**config.mk**
```make
export PLATFORM = sky130hd
export DESIGN_NAME = keypad_matrix_scanner_top
export DESIGN_NICKNAME = d
export VERILOG_FILES = /design/src/sv/kms_pkg.sv /design/src/sv/kms_key_cell.sv /design/src/sv/kms_row_select.sv /design/src/sv/keypad_matrix_scanner_top.sv
export SDC_FILE = /design/constraint.sdc
export NUM_CORES = 2
export LEC_CHECK = 0
export ABC_AREA = 0
export CAP_MARGIN = 20
export CORE_AREA = 5 5 379 381
export DETAILED_ROUTE_END_ITERATION = 10
export DIE_AREA = 0 0 384 386
export DONT_BUFFER_PORTS = 1
export PLACE_DENSITY = 0.54
export SETUP_SLACK_MARGIN = 0.3
export SLEW_MARGIN = 20
export SYNTH_ARGS = -nofsm -noshare
export SYNTH_HDL_FRONTEND = slang
export SYNTH_HIERARCHICAL = 1
export SYNTH_SLANG_ARGS = --single-unit
```
**constraint.sdc**
```tcl
create_clock -name aclk -period 10.4 [get_ports aclk]
set_input_delay 3.12 -clock aclk [delete_from_list [all_inputs] [get_ports aclk]]
set_output_delay 3.12 -clock aclk [all_outputs]
set_load 0.01 [all_outputs]
```
**src/sv/kms_pkg.sv**
```systemverilog
// Shared types, constants and sizes for the keypad matrix scanner.
package kms_pkg;

    localparam int ROW_COUNT    = 4;
    localparam int COLUMN_COUNT = 4;
    localparam int KEY_COUNT    = ROW_COUNT * COLUMN_COUNT;
    localparam int LEVEL_BITS   = 4;
    localparam int ROW_W        = (ROW_COUNT > 1) ? $clog2(ROW_COUNT) : 1;
    localparam int COL_W        = (COLUMN_COUNT > 1) ? $clog2(COLUMN_COUNT) : 1;
    localparam int KEY_W        = (KEY_COUNT > 1) ? $clog2(KEY_COUNT) : 1;
    localparam int COUNT_W      = 16;
    localparam int LIMIT_W      = 15;
    localparam int KEY_INDEX_W  = 4;
    localparam int DRIVE_ROW_W  = 2;
    localparam int IN_TDATA_W   = 8;
    localparam int OUT_TDATA_W  = 8;
    localparam int OUT_TUSER_W  = 2;
    localparam int CFG_INDEX_W  = 1;

    localparam logic [LIMIT_W-1:0] DEBOUNCE_RESET   = 15'd10;
    localparam logic [LIMIT_W-1:0] LONG_PRESS_RESET = 15'd100;
    localparam logic [COUNT_W-1:0] COUNT_MAX        = {COUNT_W{1'b1}};

    // configuration register indexes
    localparam logic [CFG_INDEX_W-1:0] CFG_DEBOUNCE_LIMIT   = 1'b0;
    localparam logic [CFG_INDEX_W-1:0] CFG_LONG_PRESS_LIMIT = 1'b1;

    typedef struct packed {
        logic [LIMIT_W-1:0] debounce;
        logic [LIMIT_W-1:0] long_limit;
    } limits_t;

    typedef struct packed {
        logic hit;
        logic is_long;
    } key_status_t;

    typedef struct packed {
        logic                   event_valid;
        logic                   event_long;
        logic [KEY_INDEX_W-1:0] key_index;
    } result_t;

endpackage

```
**src/sv/kms_key_cell.sv**
```systemverilog
// Per-key hold counter with debounce and long-press detection.
module kms_key_cell (
    input  logic                 aclk,
    input  logic                 aresetn,
    input  logic                 pressed,
    input  logic                 update_en,
    input  kms_pkg::limits_t     limits,
    output kms_pkg::key_status_t status
);

    logic [kms_pkg::COUNT_W-1:0] count_reg;
    logic [kms_pkg::COUNT_W-1:0] count_next;
    logic [kms_pkg::COUNT_W-1:0] count_inc;
    logic [kms_pkg::COUNT_W-1:0] twice_long;
    logic [kms_pkg::COUNT_W-1:0] debounce_ext;
    logic [kms_pkg::COUNT_W-1:0] long_ext;
    logic                        short_hit;
    logic                        long_hit;

    assign twice_long   = {limits.long_limit, 1'b0};
    assign debounce_ext = kms_pkg::COUNT_W'(limits.debounce);
    assign long_ext     = kms_pkg::COUNT_W'(limits.long_limit);
    assign count_inc    = (count_reg == kms_pkg::COUNT_MAX) ? count_reg
                                                            : count_reg + 1'b1;

    assign short_hit = (count_reg > debounce_ext) && (count_reg < long_ext);
    assign long_hit  = (count_inc >= long_ext) && (count_inc < twice_long);

    always_comb begin
        if (pressed) begin
            count_next     = long_hit ? twice_long : count_inc;
            status.hit     = long_hit;
            status.is_long = 1'b1;
        end else begin
            count_next     = '0;
            status.hit     = short_hit;
            status.is_long = 1'b0;
        end
    end

    always_ff @(posedge aclk) begin
        if (!aresetn) begin
            count_reg <= '0;
        end else if (update_en) begin
            count_reg <= count_next;
        end
    end

endmodule

```
**src/sv/kms_row_select.sv**
```systemverilog
// Column priority walk over the driven row: picks the first reporting key
// and marks which counters of the row take their update.
module kms_row_select (
    input  logic [kms_pkg::ROW_W-1:0] row,
    input  logic                      fire,
    input  kms_pkg::key_status_t      status [kms_pkg::KEY_COUNT],
    output logic                      commit [kms_pkg::KEY_COUNT],
    output kms_pkg::result_t          result
);

    logic [kms_pkg::COLUMN_COUNT-1:0] col_hit;
    logic [kms_pkg::COLUMN_COUNT-1:0] col_long;
    logic [kms_pkg::COLUMN_COUNT-1:0] blocked;
    logic [kms_pkg::COL_W-1:0]        first_col;
    logic                             first_long;
    logic                             any_hit;
    logic [kms_pkg::KEY_W-1:0]        key_sum;

    // gather the driven row's flags by column
    always_comb begin
        col_hit  = '0;
        col_long = '0;
        for (int r = 0; r < kms_pkg::ROW_COUNT; r++) begin
            for (int c = 0; c < kms_pkg::COLUMN_COUNT; c++) begin
                if (row == kms_pkg::ROW_W'(r)) begin
                    col_hit[c]  = status[r*kms_pkg::COLUMN_COUNT + c].hit;
                    col_long[c] = status[r*kms_pkg::COLUMN_COUNT + c].is_long;
                end
            end
        end
    end

    // first report stops the walk; later columns hold their counts
    always_comb begin
        any_hit    = 1'b0;
        first_col  = '0;
        first_long = 1'b0;
        for (int c = 0; c < kms_pkg::COLUMN_COUNT; c++) begin
            blocked[c] = any_hit;
            if (col_hit[c] && !any_hit) begin
                first_col  = kms_pkg::COL_W'(c);
                first_long = col_long[c];
            end
            any_hit = any_hit | col_hit[c];
        end
    end

    always_comb begin
        for (int r = 0; r < kms_pkg::ROW_COUNT; r++) begin
            for (int c = 0; c < kms_pkg::COLUMN_COUNT; c++) begin
                commit[r*kms_pkg::COLUMN_COUNT + c] =
                    fire && (row == kms_pkg::ROW_W'(r)) && !blocked[c];
            end
        end
    end

    assign key_sum = kms_pkg::KEY_W'(row) * kms_pkg::KEY_W'(kms_pkg::COLUMN_COUNT)
                   + kms_pkg::KEY_W'(first_col);

    assign result.event_valid = any_hit;
    assign result.event_long  = any_hit && first_long;
    assign result.key_index   = any_hit ? kms_pkg::KEY_INDEX_W'(key_sum) : '0;

endmodule

```
**src/sv/keypad_matrix_scanner_top.sv**
```systemverilog
// Top level of the keypad matrix scanner: input register, key cells, result register.
//
//  channel | direction | payload                                  | handshake
//  s_      | in        | tdata[3:0] column_levels                 | s_tvalid/s_tready
//  m_      | out       | tuser event flags, tdata key and row     | m_tvalid/m_tready
//  cfg_    | in        | cfg_index, cfg_data (limits)             | cfg_valid/cfg_ready
//
// One scan tick per cycle while the result is not stalled; a tick goes through
// the input register, then the key-cell update into the result register that presents it.
// aresetn is synchronous: counters, row and valid flags clear, limits load 10/100.
// A stalled result holds the key-cell stage; the input register still takes a
// tick while the result stage is free to drain, so no bubble is inserted.
module keypad_matrix_scanner_top (
    input  logic                                 aclk,
    input  logic                                 aresetn,

    input  logic                                 s_tvalid,
    output logic                                 s_tready,
    input  logic [kms_pkg::IN_TDATA_W-1:0]       s_tdata,   // [3:0] column_levels, [7:4] zero

    output logic                                 m_tvalid,
    input  logic                                 m_tready,
    output logic [kms_pkg::OUT_TDATA_W-1:0]      m_tdata,   // [3:0] key_index, [5:4] drive_row, [7:6] zero
    output logic [kms_pkg::OUT_TUSER_W-1:0]      m_tuser,   // [0] event_valid, [1] event_long

    input  logic                                 cfg_valid,
    output logic                                 cfg_ready,
    input  logic [kms_pkg::CFG_INDEX_W-1:0]      cfg_index,
    input  logic [kms_pkg::LIMIT_W-1:0]          cfg_data
);

    logic [kms_pkg::LEVEL_BITS-1:0]  levels_reg;
    logic                            in_valid_reg;
    logic [kms_pkg::ROW_W-1:0]       scan_row_reg;
    logic [kms_pkg::ROW_W-1:0]       scan_row_next;
    logic                            out_valid_reg;
    kms_pkg::result_t                result_reg;
    kms_pkg::result_t                result_next;
    logic [kms_pkg::DRIVE_ROW_W-1:0] drive_row_reg;
    kms_pkg::limits_t                limits_reg;
    logic                            advance;
    logic                            fire;
    kms_pkg::key_status_t            status [kms_pkg::KEY_COUNT];
    logic                            commit [kms_pkg::KEY_COUNT];

    assign cfg_ready = 1'b1;
    assign advance   = !out_valid_reg || m_tready;
    assign fire      = in_valid_reg && advance;
    assign s_tready  = !in_valid_reg || advance;

    assign scan_row_next = (scan_row_reg == kms_pkg::ROW_W'(kms_pkg::ROW_COUNT - 1))
                         ? '0 : scan_row_reg + 1'b1;

    always_ff @(posedge aclk) begin
        if (!aresetn) begin
            limits_reg.debounce   <= kms_pkg::DEBOUNCE_RESET;
            limits_reg.long_limit <= kms_pkg::LONG_PRESS_RESET;
        end else if (cfg_valid && cfg_ready) begin
            case (cfg_index)
                kms_pkg::CFG_DEBOUNCE_LIMIT:   limits_reg.debounce   <= cfg_data;
                kms_pkg::CFG_LONG_PRESS_LIMIT: limits_reg.long_limit <= cfg_data;
                default: ;
            endcase
        end
    end

    // input register
    always_ff @(posedge aclk) begin
        if (!aresetn) begin
            in_valid_reg <= 1'b0;
        end else if (s_tready) begin
            in_valid_reg <= s_tvalid;
        end
    end

    always_ff @(posedge aclk) begin
        if (s_tvalid && s_tready) begin
            levels_reg <= s_tdata[kms_pkg::LEVEL_BITS-1:0];
        end
    end

    always_ff @(posedge aclk) begin
        if (!aresetn) begin
            scan_row_reg <= '0;
        end else if (fire) begin
            scan_row_reg <= scan_row_next;
        end
    end

    for (genvar r = 0; r < kms_pkg::ROW_COUNT; r++) begin : g_row
        for (genvar c = 0; c < kms_pkg::COLUMN_COUNT; c++) begin : g_col
            logic key_pressed;
            // columns beyond the input bits read as released
            if (c < kms_pkg::LEVEL_BITS) begin : g_level
                assign key_pressed = !levels_reg[c];
            end else begin : g_open
                assign key_pressed = 1'b0;
            end

            kms_key_cell u_cell (
                .aclk      (aclk),
                .aresetn   (aresetn),
                .pressed   (key_pressed),
                .update_en (commit[r*kms_pkg::COLUMN_COUNT + c]),
                .limits    (limits_reg),
                .status    (status[r*kms_pkg::COLUMN_COUNT + c])
            );
        end
    end

    kms_row_select u_row_select (
        .row    (scan_row_reg),
        .fire   (fire),
        .status (status),
        .commit (commit),
        .result (result_next)
    );

    // result register
    always_ff @(posedge aclk) begin
        if (!aresetn) begin
            out_valid_reg <= 1'b0;
        end else if (advance) begin
            out_valid_reg <= in_valid_reg;
        end
    end

    always_ff @(posedge aclk) begin
        if (fire) begin
            result_reg    <= result_next;
            drive_row_reg <= kms_pkg::DRIVE_ROW_W'(scan_row_next);
        end
    end

    assign m_tvalid = out_valid_reg;
    assign m_tuser  = {result_reg.event_long, result_reg.event_valid};
    assign m_tdata  = {{(kms_pkg::OUT_TDATA_W - kms_pkg::KEY_INDEX_W
                         - kms_pkg::DRIVE_ROW_W){1'b0}},
                       drive_row_reg, result_reg.key_index};

    a_row_advances: assert property (@(posedge aclk) disable iff (!aresetn)
        fire |=> scan_row_reg == $past(scan_row_next))
        else $error("scan row did not advance on a processed tick");

    a_row_holds: assert property (@(posedge aclk) disable iff (!aresetn)
        !fire |=> $stable(scan_row_reg))
        else $error("scan row moved without a processed tick");

    a_result_held: assert property (@(posedge aclk) disable iff (!aresetn)
        (m_tvalid && !m_tready) |=> $stable(result_reg) && $stable(drive_row_reg))
        else $error("stalled result changed");

    a_quiet_fields: assert property (@(posedge aclk) disable iff (!aresetn)
        (fire && !result_next.event_valid) |=>
            (!result_reg.event_long && (result_reg.key_index == '0)))
        else $error("event fields not cleared for a tick without a report");

    a_event_in_row: assert property (@(posedge aclk) disable iff (!aresetn)
        (fire && result_next.event_valid) |->
            commit[kms_pkg::KEY_W'(result_next.key_index)])
        else $error("reported key did not take its counter update");

endmodule
```
==> results.toml <==
[sta]
fin_tns_setup_ps = 0
final-setup-viol-count = 0
max-slew-margin-rel_pct = 20.3
skew_ps = 30.1
layout_min_cycle_time_ps = 7310
slew_viol_final = 0
worst_slew_pin_slew_ps = 1190
fmax_mhz = 137
final-hold-violation-count = 0
rsz0062_at_grt = "no"
post-route-period-util_pct = 70.3

[global_route]
grt_pass1_wl_mm = 215
overflow = 0
grt_max_degree = 88
grt_util_all_layers_pct = 18.3
grt_pass1_vias = 36858
antenna_found_initial = 5

[synthesis]
synth_cell_types = 83
yosysWarningCount = 6
syn_inst = 5087
ys.flop_type = "dfxtp_1"
synth-seq-cells = 302
avgSynthCellArea_um2 = 8.18
ys_top_cells_by_area = "ha_1 28%, dfxtp_1 14%, mux2i_1 5.3%"
synth_area_um2 = 41600
yosys.area.top_type_share_pct = 28.4
synth_async_sr_flop_share_pct = 0
synth_edf_count = 12
yosys.area.top_type = "ha_1"
ys_seq_area_share_pct = 14.8

[cts]
cts_setup_buffers = 0
h-tree-depth = 2
root_buffer = "clkbuf_16"
cts_resized = 0
holdBufCountCts = 0
clock_path_buffers = 3
clk_pin_slew_ps = 60
clock_sinks = 302
clock_latency_ps = 630
cts_tree = "done"
cts-buffers-inserted = 45

[power]
irDropWorstVdd_v = 0.000113
power_density_nw_per_um2 = 76.9
p_leak_uw = 0.0211

[routing]
post_drt_wl_per_cell_um = 19.9
detail-route-antenna-nets = 0
viasPerCell = 5.42
drt-total-wl_mm = 140
detail_route.iter0.violations = 2608
drt_first_pass_iters = 8
dr_total_vias = 38062
drc = 0

[hold_path]
worstHoldPathType = "reg -> reg"

[critical_path]
crit_family = "simple AND/OR/NAND/NOR gates"
cp-start-kind = "register"
worstPathRequired_ps = 10980
end_kind = "register"
crit_path_max_fanout = 16
crit_chain = "ha_1 > nand2_1 > nor3_2 > nand2_1 > and3_1 > xor2_1 > ha_1 > a21oi_1 > o21ai_0 > a221o_1 > a41o_1 > o21ba_1 > nand2_1 > o31ai_1 > mux4_1 > or3_1 > nor3_1 > nand3_1 > o31ai_1 > a21o_1"
cp.arrival_ps = 7890
crit_buf_inv = 0
cp_common_cell = "nand2_1"
critPathSlowestCell = "nand3_1"
crit_type = "reg -> reg"
cp_slowest_stage_delay_ps = 750

[placed_design]
portBuffers = 0
gp_congestion = 0.861
dp_hpwl_mm = 101
dp.cells = 6935

[floorplanning]
std_cell_rows = 138
io_pins = 42
initial_core_util_pct = 29.7
die_h_um = 386
core_area_um2 = 140000
dieArea_um2 = 148000
fp.dieW_um = 384

[flow_run]
cap_violations = 0

[status]
outcome = "complete, no violations"

[final_layout]
largest_reg_flops = 256
nNetsFinal = 6066
fin_cells = 7021
areaGrowthSynthToFinish_pct = 8.99
drive_above_1_share_pct = 6.28
==> cell families (layout without fill, tap and decap cells) <==
group | after synthesis | after routing | share of synthesized area (%)
compound gates | 1236 | 1236 | 20.0
xor+xnor | 145 | 145 | 3.05
fa+ha+maj | 945 | 945 | 28.4
buf+inv | 643 | 683 | 6.75
flops | 302 | 302 | 14.8
mux | 287 | 287 | 7.43
other cells | 2 | 6 | 0.0180
simple gates | 1527 | 1527 | 19.5
==> routing by layer <==
metal | track usage [%] | up-vias | part of all wire [%]
met3 | 2.58 | 221 | 6.2
met4 | 5.25 | 4 | 3.0
met1 | 24.7 | 18067 | 46
met2 | 30.3 | 957 | 44
li1 | - | 18813 | -
met5 | 0 | - | 0.019
==> per-stage QoR <==
step	hold slack [ps]	total power (uW)	area (um2)	util (%)	setup slack [ps]
after floorplan	465	1570	41600	-	3810
after global placement	492	1760	43700	31.2	3160
after detailed placement	514	1770	43700	31.2	3120
after CTS	525	3530	45300	32.3	3110
after global routing	541	3640	45300	32.3	2730
final	522	3490	45400	32.3	3090
==> Yosys cell counts, types with 92 or more instances <==
library cell,number
nand4_1,119
a21oi_1,218
mux2i_1,220
inv_1,531
xnor2_1,96
nand3_1,179
a21o_1,171
nand2_1,481
o21ai_0,261
o21ai_1,94
ha_1,945
and3_1,92
dfxtp_1,290
nor2_1,217
==> layout make-up <==
type	count	area, um2
fill	14894	94800
timing repair buffer	69	531
sequential	302	6200
clock buffer	60	1290
inverter	531	1990
clock inverter	23	324
antenna	3	7.51
tap	1890	2360
multi-input combinational	4143	32600
==> path summary, 6_finish.rpt <==
path | from | to | slack, ps | depth (start not counted)
min reg2reg | in_valid_reg | m_tvalid | 520 | 1
max reg2reg | g_row[0].g_col[0].u_cell/count_reg[0] | g_row[0].g_col[2].u_cell/count_reg[0] | 3090 | 20
max | g_row[0].g_col[0].u_cell/count_reg[0] | g_row[0].g_col[2].u_cell/count_reg[0] | 3090 | 20
min | in_valid_reg | m_tvalid | 520 | 1
==> power by group <==
| part | switching, uW | internal (uW) |
|---|---|---|
| sequential | 32.7 | 1180 |
| combinational | 361 | 184 |
| clock | 665 | 1070 |
==> cell usage in the layout (no fill, tap or decap), types with 19 or more instances in the layout <==
cell type  instances
ha_1             945
inv_1            531
nand2_1          481
dfxtp_1          267
o21ai_0          261
mux2i_1          220
a21oi_1          218
nor2_1           217
nand3_1          179
a21o_1           171
nand4_1          119
xnor2_1           96
o21ai_1           94
and3_1            92
a211oi_1          80
nand2b_1          72
nor2b_1           68
nor3_1            68
buf_4             68
o31ai_1           54
mux2_2            50
o211ai_1          50
xor2_1            49
clkbuf_16         47
o21a_1            46
and4_1            35
nor4_1            29
a2111oi_0         25
nand4b_1          25
dfxtp_2           22
a21boi_1          21
a31oi_1           21
a221oi_1          19
Note: power is estimated with default switching activity, not from simulation.
